### src/hw/rtl/dna_window_composition_counter_unit_macros.svh
// ----------------------------------------------------------------------------
// Assertion macros for the window composition counter
// Each macro checks one implication at the rising edge of aclk. The check is
// off while aresetn is low. Synthesis builds get empty bodies.
// ----------------------------------------------------------------------------
`ifndef DNA_WINDOW_COMPOSITION_COUNTER_UNIT_MACROS_SVH
`define DNA_WINDOW_COMPOSITION_COUNTER_UNIT_MACROS_SVH

`ifndef SYNTHESIS

// The consequent must hold in the same cycle as the antecedent.
`define DWCC_ASSERT_NOW(label, ante, cons) \
    label: assert property (@(posedge aclk) disable iff (!aresetn) \
        (ante) |-> (cons)) else $error("dwcc assertion failed");

// The consequent must hold in the cycle after the antecedent.
`define DWCC_ASSERT_NEXT(label, ante, cons) \
    label: assert property (@(posedge aclk) disable iff (!aresetn) \
        (ante) |=> (cons)) else $error("dwcc assertion failed");

`else

`define DWCC_ASSERT_NOW(label, ante, cons)
`define DWCC_ASSERT_NEXT(label, ante, cons)

`endif

`endif

### src/hw/rtl/dwcc_pkg.sv
// ----------------------------------------------------------------------------
// dwcc_pkg
// Shared widths, symbol codes and register indexes of the window composition
// counter.
// ----------------------------------------------------------------------------
`default_nettype none

package dwcc_pkg;

    localparam int SYM_W     = 8;
    localparam int CFG_W     = 11;
    localparam int CNT_W     = 11;
    localparam int MATCH_W   = 32;
    localparam int NUM_BASES = 4;
    localparam int CODE_W    = 3;
    localparam int IDX_W     = 3;

    localparam logic [CNT_W-1:0] CNT_MAX = '1;

    localparam logic [SYM_W-1:0] CHAR_A = 8'h41;
    localparam logic [SYM_W-1:0] CHAR_C = 8'h43;
    localparam logic [SYM_W-1:0] CHAR_G = 8'h47;
    localparam logic [SYM_W-1:0] CHAR_T = 8'h54;

    // Code stored in the delay line for each symbol.
    typedef enum logic [CODE_W-1:0] {
        CODE_OTHER,
        CODE_A,
        CODE_C,
        CODE_G,
        CODE_T
    } base_code_t;

    localparam base_code_t BASE_CODES [NUM_BASES] = '{CODE_A, CODE_C, CODE_G, CODE_T};

    typedef enum logic [IDX_W-1:0] {
        REG_WINDOW_LEN,
        REG_MIN_A,
        REG_MIN_C,
        REG_MIN_G,
        REG_MIN_T
    } reg_index_t;

    // One counter update: the symbol entering and, if any, the symbol leaving.
    typedef struct packed {
        logic       en;
        base_code_t add_code;
        logic       drop;
        base_code_t drop_code;
    } cnt_upd_t;

    function automatic base_code_t code_of(input logic [SYM_W-1:0] ch);
        base_code_t code;
        case (ch)
            CHAR_A:  code = CODE_A;
            CHAR_C:  code = CODE_C;
            CHAR_G:  code = CODE_G;
            CHAR_T:  code = CODE_T;
            default: code = CODE_OTHER;
        endcase
        return code;
    endfunction

endpackage

`default_nettype wire

### src/hw/rtl/dwcc_count_bank.sv
// ----------------------------------------------------------------------------
// dwcc_count_bank
// Four saturating base counters and the check of every count against its
// configured minimum.
// ----------------------------------------------------------------------------
`default_nettype none

module dwcc_count_bank import dwcc_pkg::*; (
    input  wire logic                                aclk,
    input  wire logic                                aresetn,
    input  wire cnt_upd_t                            upd,
    input  wire logic [NUM_BASES-1:0][CFG_W-1:0]     min_base,
    output logic                                     all_met
);

    logic [NUM_BASES-1:0][CNT_W-1:0] count_reg;
    logic [NUM_BASES-1:0][CNT_W-1:0] count_next;
    logic [NUM_BASES-1:0]            met;

    // The leaving symbol is removed before the entering one is added, each
    // step clamped at its end of the range.
    always_comb begin
        for (int i = 0; i < NUM_BASES; i++) begin
            count_next[i] = count_reg[i];
            if (upd.drop && (upd.drop_code == BASE_CODES[i]) && (count_next[i] != '0)) begin
                count_next[i] = count_next[i] - CNT_W'(1);
            end
            if ((upd.add_code == BASE_CODES[i]) && (count_next[i] != CNT_MAX)) begin
                count_next[i] = count_next[i] + CNT_W'(1);
            end
            met[i] = (count_reg[i] >= min_base[i]);
        end
    end

    always_ff @(posedge aclk) begin
        if (!aresetn) begin
            count_reg <= '0;
        end else if (upd.en) begin
            count_reg <= count_next;
        end
    end

    assign all_met = &met;

endmodule

`default_nettype wire

### src/hw/rtl/dna_window_composition_counter_unit.sv
// ----------------------------------------------------------------------------
// dna_window_composition_counter_unit
// Sliding window over a stream of sequence characters. Counts A, C, G and T
// in the last window_len symbols and flags windows that meet all four
// configured minimums, with a saturating total of such windows.
// ----------------------------------------------------------------------------
//
//   Channel  Direction  Ports                          Contents
//   -------  ---------  -----------------------------  ---------------------------
//   input    in         s_valid/s_ready, s_*           one character and end mark
//   result   out        m_valid/m_ready, m_*           window flags and running total
//   config   in         cfg_wr_en, cfg_addr, cfg_data  window length and minimums
//
// The block takes one beat per clock cycle while the result channel is not
// stalled, and returns one result beat for each input beat. A taken beat
// moves from the delay-line read and stage 1 registers through the counters
// and stage 2 registers to the output register. A stalled result freezes the
// whole pipeline; input is taken again in the same cycle the result goes out.
// Reset is synchronous and clears the counters, the fill level and the write
// slot at once; the delay line needs no clearing because the fill level keeps
// every read that is used inside written entries.
// ----------------------------------------------------------------------------
`default_nettype none

`include "dna_window_composition_counter_unit_macros.svh"

module dna_window_composition_counter_unit import dwcc_pkg::*; #(
    parameter int MAX_WINDOW = 1024
) (
    input  wire logic               aclk,
    input  wire logic               aresetn,

    input  wire logic               cfg_wr_en,
    input  wire logic [IDX_W-1:0]   cfg_addr,
    input  wire logic [CFG_W-1:0]   cfg_data,

    input  wire logic               s_valid,
    output logic                    s_ready,
    input  wire logic [SYM_W-1:0]   s_symbol,
    input  wire logic               s_last_symbol,

    output logic                    m_valid,
    input  wire logic               m_ready,
    output logic                    m_window_full,
    output logic                    m_window_ok,
    output logic [MATCH_W-1:0]      m_match_total,
    output logic                    m_final_res
);

    localparam int ADDR_W = $clog2(MAX_WINDOW);
    localparam int WIN_W  = $clog2(MAX_WINDOW + 1);
    localparam int CMP_W  = (WIN_W > CFG_W) ? WIN_W : CFG_W;

    localparam logic [CMP_W-1:0]  WIN_MAX   = CMP_W'(MAX_WINDOW);
    localparam logic [ADDR_W:0]   SLOT_SPAN = (ADDR_W + 1)'(MAX_WINDOW);
    localparam logic [ADDR_W-1:0] SLOT_LAST = ADDR_W'(MAX_WINDOW - 1);
    localparam logic [WIN_W-1:0]  FILL_MAX  = WIN_W'(MAX_WINDOW);

    // ------------------------------------------------------------------
    // Configuration registers
    // ------------------------------------------------------------------
    logic [CFG_W-1:0]                window_len_reg;
    logic [NUM_BASES-1:0][CFG_W-1:0] min_base_reg;

    always_ff @(posedge aclk) begin
        if (!aresetn) begin
            window_len_reg <= CFG_W'(1);
            min_base_reg   <= '0;
        end else if (cfg_wr_en) begin
            case (reg_index_t'(cfg_addr))
                REG_WINDOW_LEN: window_len_reg  <= cfg_data;
                REG_MIN_A:      min_base_reg[0] <= cfg_data;
                REG_MIN_C:      min_base_reg[1] <= cfg_data;
                REG_MIN_G:      min_base_reg[2] <= cfg_data;
                REG_MIN_T:      min_base_reg[3] <= cfg_data;
                default: begin
                end
            endcase
        end
    end

    // A length of zero behaves as one; anything above the delay line's
    // depth is clamped to the depth.
    logic [CMP_W-1:0] win_len_ext;
    logic [CMP_W-1:0] win_eff;

    assign win_len_ext = CMP_W'(window_len_reg);
    assign win_eff     = (win_len_ext == '0)     ? CMP_W'(1) :
                         (win_len_ext > WIN_MAX) ? WIN_MAX   : win_len_ext;

    // ------------------------------------------------------------------
    // Pipeline advance. Every stage moves together whenever the output
    // register is empty or being emptied.
    // ------------------------------------------------------------------
    logic adv;
    logic accept;
    logic m_valid_reg;

    assign adv     = !m_valid_reg || m_ready;
    assign s_ready = adv;
    assign accept  = s_valid && adv;

    // ------------------------------------------------------------------
    // Stage 0: slot bookkeeping and delay-line access
    // ------------------------------------------------------------------
    logic [ADDR_W-1:0] slot_reg;
    logic [ADDR_W-1:0] slot_next;
    logic [WIN_W-1:0]  fill_reg;
    logic [WIN_W-1:0]  fill_next;
    logic              drop;
    logic              full;
    logic [ADDR_W:0]   old_diff;
    logic [ADDR_W:0]   old_wrapped;
    logic [ADDR_W-1:0] old_slot;
    base_code_t        in_code;

    assign in_code = code_of(s_symbol);

    // The leaving symbol sits one window behind the write slot, modulo the
    // depth. The difference is negative at most by one depth.
    assign old_diff    = {1'b0, slot_reg} - (ADDR_W + 1)'(win_eff);
    assign old_wrapped = old_diff + SLOT_SPAN;
    assign old_slot    = old_diff[ADDR_W] ? old_wrapped[ADDR_W-1:0] : old_diff[ADDR_W-1:0];

    assign drop      = (CMP_W'(fill_reg) >= win_eff);
    assign fill_next = (fill_reg != FILL_MAX) ? fill_reg + WIN_W'(1) : fill_reg;
    assign full      = (CMP_W'(fill_next) >= win_eff);
    assign slot_next = (slot_reg == SLOT_LAST) ? '0 : slot_reg + ADDR_W'(1);

    always_ff @(posedge aclk) begin
        if (!aresetn) begin
            slot_reg <= '0;
            fill_reg <= '0;
        end else if (accept) begin
            slot_reg <= slot_next;
            fill_reg <= fill_next;
        end
    end

    // Delay line, read before write. When the window spans the whole depth
    // the old slot equals the write slot and the read returns the old code.
    // With a window of one, the slot written by one beat is read by the next
    // beat, after the write has landed.
    logic [CODE_W-1:0] delay_mem [MAX_WINDOW];
    logic [CODE_W-1:0] rd_data_reg;

    always_ff @(posedge aclk) begin
        if (adv) begin
            rd_data_reg <= delay_mem[old_slot];
        end
        if (accept) begin
            delay_mem[slot_reg] <= in_code;
        end
    end

    // ------------------------------------------------------------------
    // Stage 1: counter update
    // ------------------------------------------------------------------
    logic       v1_reg;
    base_code_t code1_reg;
    logic       drop1_reg;
    logic       full1_reg;
    logic       last1_reg;

    always_ff @(posedge aclk) begin
        if (!aresetn) begin
            v1_reg <= 1'b0;
        end else if (adv) begin
            v1_reg <= accept;
        end
    end

    always_ff @(posedge aclk) begin
        if (adv) begin
            code1_reg <= in_code;
            drop1_reg <= drop;
            full1_reg <= full;
            last1_reg <= s_last_symbol;
        end
    end

    cnt_upd_t cnt_upd;
    logic     all_met;

    assign cnt_upd.en        = adv && v1_reg;
    assign cnt_upd.add_code  = code1_reg;
    assign cnt_upd.drop      = drop1_reg;
    assign cnt_upd.drop_code = base_code_t'(rd_data_reg);

    dwcc_count_bank u_count_bank (
        .aclk     (aclk),
        .aresetn  (aresetn),
        .upd      (cnt_upd),
        .min_base (min_base_reg),
        .all_met  (all_met)
    );

    // ------------------------------------------------------------------
    // Stage 2: minimum check against the updated counts, running total
    // ------------------------------------------------------------------
    logic v2_reg;
    logic full2_reg;
    logic last2_reg;

    always_ff @(posedge aclk) begin
        if (!aresetn) begin
            v2_reg <= 1'b0;
        end else if (adv) begin
            v2_reg <= v1_reg;
        end
    end

    always_ff @(posedge aclk) begin
        if (adv) begin
            full2_reg <= full1_reg;
            last2_reg <= last1_reg;
        end
    end

    logic               ok;
    logic [MATCH_W-1:0] matches_reg;
    logic [MATCH_W-1:0] matches_next;

    assign ok           = full2_reg && all_met;
    assign matches_next = (ok && (matches_reg != '1)) ? matches_reg + MATCH_W'(1) : matches_reg;

    always_ff @(posedge aclk) begin
        if (!aresetn) begin
            matches_reg <= '0;
        end else if (adv && v2_reg) begin
            matches_reg <= matches_next;
        end
    end

    // ------------------------------------------------------------------
    // Output register
    // ------------------------------------------------------------------
    logic               m_window_full_reg;
    logic               m_window_ok_reg;
    logic [MATCH_W-1:0] m_match_total_reg;
    logic               m_final_res_reg;

    always_ff @(posedge aclk) begin
        if (!aresetn) begin
            m_valid_reg <= 1'b0;
        end else if (adv) begin
            m_valid_reg <= v2_reg;
        end
    end

    always_ff @(posedge aclk) begin
        if (adv && v2_reg) begin
            m_window_full_reg <= full2_reg;
            m_window_ok_reg   <= ok;
            m_match_total_reg <= matches_next;
            m_final_res_reg   <= last2_reg;
        end
    end

    assign m_valid       = m_valid_reg;
    assign m_window_full = m_window_full_reg;
    assign m_window_ok   = m_window_ok_reg;
    assign m_match_total = m_match_total_reg;
    assign m_final_res   = m_final_res_reg;

    // ------------------------------------------------------------------
    // Assertions
    // ------------------------------------------------------------------

    // A window can only qualify once it is full.
    `DWCC_ASSERT_NOW(a_ok_needs_full, m_valid_reg && m_window_ok_reg, m_window_full_reg)

    // The running total never goes backward.
    `DWCC_ASSERT_NEXT(a_total_monotone, aresetn, matches_reg >= $past(matches_reg))

    // An accepted input beat always enters the counter update stage.
    `DWCC_ASSERT_NEXT(a_accept_enters_pipe, s_valid && s_ready, v1_reg)

endmodule

`default_nettype wire
### config.mk
export PLATFORM = sky130hd
export DESIGN_NAME = dna_window_composition_counter_unit
export DESIGN_NICKNAME = d
export VERILOG_FILES = /design/src/hw/rtl/dwcc_pkg.sv /design/src/hw/rtl/dwcc_count_bank.sv /design/src/hw/rtl/dna_window_composition_counter_unit.sv
export VERILOG_INCLUDE_DIRS = /design/src /design/src/hw/rtl
export SDC_FILE = /design/constraint.sdc
export NUM_CORES = 2
export LEC_CHECK = 0
export CAP_MARGIN = 20
export CORE_AREA = 2 2 497 499
export CTS_CLUSTER_DIAMETER = 120
export CTS_CLUSTER_SIZE = 14
export DETAILED_ROUTE_END_ITERATION = 12
export DIE_AREA = 0 0 499 501
export DONT_BUFFER_PORTS = 1
export PLACE_DENSITY = 0.8
export SETUP_SLACK_MARGIN = 0.05
export SKIP_CTS_REPAIR_TIMING = 1
export SLEW_MARGIN = 20
export SYNTH_ARGS = -nofsm -noshare
export SYNTH_HDL_FRONTEND = slang
export SYNTH_SLANG_ARGS = --single-unit
export TNS_END_PERCENT = 1
### constraint.sdc
create_clock -name aclk -period 139 [get_ports aclk]
set_input_delay 6.95 -clock aclk [delete_from_list [all_inputs] [get_ports aclk]]
set_output_delay 6.95 -clock aclk [all_outputs]
set_load 0.1 [all_outputs]
### Yosys cells after proc, flatten, opt, wreduce, memory -nomap -nowiden

Memories as Yosys holds them, arrays and structs flattened. A register that Yosys moved wholly into a read port is not among the register bits.
Index checks and enable logic that the tools add are counted.

| storage, ports and cells | value |
|---|---|
| register bits after elaboration | 198 |
| memory bits (writable) | 3,072 |
| bits of input ports | 28 |
| logic and storage cells | 117 |
| memories kept | 1 |

| cells by class | value |
|---|---|
| add/sub/neg operators | 13 |
| magnitude comparators | 7 |
| eq/ne operators | 23 |
| mux-type cells | 17 |
| reduce and logical (&&, ||, !) cells | 31 |

Memory list:

| memory | depth | bits a word | read ports | clocked after memory_dff | wr ports | line | text |
|---|---|---|---|---|---|---|---|
| delay_mem | 1,024 | 3 | 1 | 1 | 1 | dna_window_composition_counter_unit.sv:144 | `logic [CODE_W-1:0] delay_mem [MAX_WINDOW];` |

Operator list:

| cell | number |
|---|---|
| two-way mux 11 bit | 11 |
| greater-or-equal comparator 11 bit | 6 |
| adder 11 x 1 -> 11 bit (second input constant) | 5 |
| inequality test 11 bit (second input constant) | 5 |
| nonzero test 11 bit | 4 |
| subtractor 11 x 1 -> 11 bit (second input constant) | 4 |
| adder 32 x 1 -> 32 bit (second input constant) | 1 |
| == test 8 x 7 -> 1 bit (second input constant) | 4 |
| two-way mux 32 bit | 1 |
| inequality test 32 bit (second input constant) | 1 |
| adder 10 x 1 -> 10 bit (second input constant) | 2 |
| two-way mux 10 bit | 2 |
| == test 3 x 2 -> 1 bit (second input constant) | 6 |
| logical AND 1 bit | 17 |
| one-hot mux 3 bit (4 select lines) | 1 |
| greater-than comparator 11 bit (second input constant) | 1 |
| logical NOT 11 bit | 1 |
| subtractor 10 x 11 -> 11 bit | 1 |
| == test 10 bit (second input constant) | 1 |
| AND reduction 2 bit | 5 |
| == test 3 x 1 -> 1 bit (second input constant) | 3 |
| == test 3 bit (second input constant) | 3 |
| AND reduction 4 bit | 1 |
| logical NOT 3 bit | 1 |
| other kinds (3) | 4 |

### Logic depth before layout (Yosys ltp)

| depth | value |
|---|---|
| depth in word-level cells | 7 |
| depth in mapped cells | 19 |
| depth with buffers taken out | 16 |

### Hierarchy

From an unflattened synthesis, not the netlist that was laid out.

| unflattened totals | value |
|---|---|
| cells, all modules | 7,973 |
| area, all modules | 135,861.6 um^2 |

By module, submodules not included:

| module | instances | cells an instance | area an instance (um^2) | sequential area each (um^2) |
|---|---|---|---|---|
| dna_window_composition_counter_unit | 1 | 7,227 | 130,423.8 | 95,851.9 |
| dwcc_count_bank | 1 | 746 | 5,437.7 | 880.8 |

### Worst setup path after synthesis

No wires, ideal clock.

| timing path | value |
|---|---|
| path type | input-to-reg |
| from | input s_symbol[3] |
| to | register code1_reg[0], data pin |
| setup time | 11,368 ps |
| data arrival time | 65,102 ps |
| data required time | 127,632 ps |
| setup slack | 62,530 ps |
| stages on the path | 2 |
| path buffers | 0 |
| path through | or4b_2 > nor4b_1 |

| between the ends | value |
|---|---|
| cells in the longest elaborated chain, start to end | 2 |
| elaborated cells on any way between the ends | 5 |
| those cells by class | 4 x eq/ne; 1 x mux |

Ends and longest elaborated chain:

| element | line | text |
|---|---|---|
| from (decl) | dna_window_composition_counter_unit.sv:39 | `input wire logic [SYM_W-1:0] s_symbol,` |
| == test 8 x 7 -> 1 bit | dwcc_pkg.sv:54 | `case (ch)` |
| one-hot mux 3 bit (4 select lines) (*) | dwcc_pkg.sv:54 |  |
| via in_code[0] | dna_window_composition_counter_unit.sv:115 | `base_code_t in_code;` |
| to (signal assigned) | dna_window_composition_counter_unit.sv:175 | `code1_reg <= in_code;` |
| to (decl) | dna_window_composition_counter_unit.sv:160 | `base_code_t code1_reg;` |

Mark *: on every way through the listed nets, which the timed path passes. The rest lies on a longest branch.
A chain may end at the register's enable or synchronous reset.

### Worst setup path after layout

| timing path | value |
|---|---|
| from | input m_ready |
| to | output s_ready |

| between the ends | value |
|---|---|
| cells in the longest elaborated chain, start to end | 1 |

Ends and longest elaborated chain:

| element | line | text |
|---|---|---|
| from (decl) | dna_window_composition_counter_unit.sv:43 | `input wire logic m_ready,` |
| logical OR 1 bit | dna_window_composition_counter_unit.sv:99 | `assign adv = !m_valid_reg \|\| m_ready;` |
| to (decl) | dna_window_composition_counter_unit.sv:38 | `output logic s_ready,` |

Every way passes these cells.

==> flow_summary.yaml <==
routing:
  drc: 0
  drt_first_pass_iters: 8
  initialDrtViolationCount: 11400
  finalWirelength_um: 335000
  wl_per_cell_um: 32.1
  via_per_inst: 6.80
  vias: 71000
  drtAntennaViolNets: 0
power:
  power-per-cell-area_mw_per_mm2: 13.2
  power.leakage_uw: 0.0358
  ir_drop_mv: 0.0110
synthesis:
  synth_edf_count: 3118
  synthesis.nets: 7407
  yosys_most_used_dff: "edfxtp_1"
  yosysWarnings: 0
  yosysMostFrequentCell: "edfxtp_1"
  synth_common_cells: "3,118 x edfxtp_1, 1,123 x nor2_1, 960 x mux4_2"
  synthTopCellsByArea: "edfxtp_1 70%, mux4_2 16%, nor2_1 3.1%"
  syn_avg_cell_area_sq_um: 18.4
  yosysTopAreaCell: "edfxtp_1"
  synth-seq-cells: 3273
  seq_area_frac_synth_pct: 72.3
  synth_top_area_share_pct: 70.0
  yosys.cell_types.count: 87
  syn_inst: 7287
  netlist_area_sq_mm: 0.134
  async_reset_ff_share_pct: 0
critical_path:
  cp-end-kind: "primary output"
  start_kind: "primary input"
  crit_chain: "nor2b_1 -> inv_2 -> buf_4"
  slowest_stage: "buf_4"
  crit_arrival_ps: 7560
  crit_path_max_fanout: 21
  critical_path.max_stage_delay_ps: 300
  r2r_slack_ps: 130230
  worstPathRequired_ps: 132050
  critPathKind: "in -> out"
final_layout:
  drive_above_1_share_pct: 20.7
  final_nets: 7317
  largest_reg_flops: 3072
  area_growth_pct: 8.19
grt:
  grt_pass1_wl_um: 490000
  antenna_found_initial: 12
  grt_overflow_total: 0
  grt_max_degree: 221
  grt_pass1_vias: 71400
  grt_util_all_layers_pct: 26.8
timing:
  fin_setup_tns_ps: 0
  worstMarginPinSlew_ps: 1310
  timing.fmax_mhz: 68.9
  setup_viol: 0
  setup_ws_ps: 124490
  finalClockSkew_ps: 53.8
  slew_headroom_pct: 12.0
  finalHoldViolations: 0
  fin_crit_sh_pct: 10.4
  slew_viol_final: 0
  post-route-min-period_ps: 14510
  rsz0062_at_grt: "false"
clock_network:
  root_buffer: "clkbuf_16"
  cts_tree: "done"
  clk_pin_slew_worst_paths_ps: 70
  cts_buffers: 283
  clkLatencyLatePin_ps: 970
  clock_path_buffers: 4
  htreeDepth: 5
  cts.sinks: 3273
run:
  drv_cap: 0
worst_hold_path:
  hold_path_class: "reg -> reg"
status:
  outcome: "completed"
floorplanning:
  fp.dieH_um: 501
  coreArea_sq_mm: 0.245
  io_pins: 65
  die_w_um: 499
  die_area_sq_mm: 0.250
  num_rows: 182
  start_util_pct: 54.7
place:
  dp.final_hpwl_um: 178000
  io_buffers: 0
  dp_slack_ps: 124490
  place_congestion: 0.855
## worst paths after layout
path	cells past startpoint	endpoint	from
max	3	s_ready	m_ready
min	0	full2_reg	full1_reg
max reg2reg	16	rd_data_reg[1]	win_len_ext[1]
min reg2reg	0	full2_reg	full1_reg
## worst max-delay path, delay by kind of cell
kind	cells	cell delay (ps)
simple gates	1	260
buf+inv	2	340
## area by class of cell
type	count	area, sq um
multi-input cells	3420	35200
clock inverters	7	78.8
inverters	75	283
well taps	3220	4030
repair buffers	144	1340
clock buffers	304	7180
fillers	16400	100000
diodes	8	20.0
flip-flops and latches	3273	96700
## layer usage
metal | global-route usage, % | share of wire (%) | vias to the layer above
met1 | 35.8 | 35 | 36400
met3 | 6.91 | 13 | 905
met2 | 42.5 | 48 | 5216
met5 | 0 | 0.012 | -
li1 | - | - | 28500
met4 | 11.0 | 4.4 | 4
## where the power goes
part / internal [uW] / switching [uW]
sequential: 1070 / 5.28
combinational: 54.0 / 93.3
clock: 364 / 330
## cells by family (layout without fill, tap and decap cells)
logic type                 after synthesis  in the layout  synth area share, %
AOI/OAI and AO/OA                      432            432                 2.14
xor gates and xnor gates               149            149                0.975
adders and majority gates               92             92                0.866
buffers and inverters                  594            530                 1.78
DFF                                   3273           3273                 72.3
muxes                                  980            980                 16.3
other                                    0              8                    0
and+or+nand+nor                       1767           1767                 5.67
## metrics by stage
stage                     hold slack (ps)  instances  utilization [%]  area (sq um)  total power (uW)
after floorplan                       400       7287                -        134000              1200
after global placement                409      10100             56.1        137000              1230
after detailed placement              405      10100             56.1        137000              1240
after CTS                             425      10400             59.1        145000              1920
after global routing                  431      10400             59.1        145000              1950
final                                 423      10500             59.2        145000              1910
## layout by cell type, fill, tap and decap left out, types with 7 or more instances in the layout
cell,instances
nand2_1,249
clkbuf_1,20
ha_1,90
a221oi_1,17
clkbuf_16,284
and2_1,32
o21ai_0,86
xor2_1,67
xnor2_1,78
buf_4,123
or2_2,10
mux2i_1,18
edfxtp_1,3118
diode_2,8
nand2_4,32
nor2_1,1118
nand2b_1,19
a22oi_1,41
a22o_1,40
dfxtp_1,155
inv_1,71
a21oi_1,124
nor3_1,36
nand2_2,11
and3b_1,7
a21boi_0,17
mux4_2,960
or3_1,38
nand3_1,59
a211o_1,9
buf_12,15
nand4_1,30
and3_1,37
a21o_1,22
nor4_1,16
nor2b_1,10
a211oi_1,7
(Power assumes the default switching activity.)
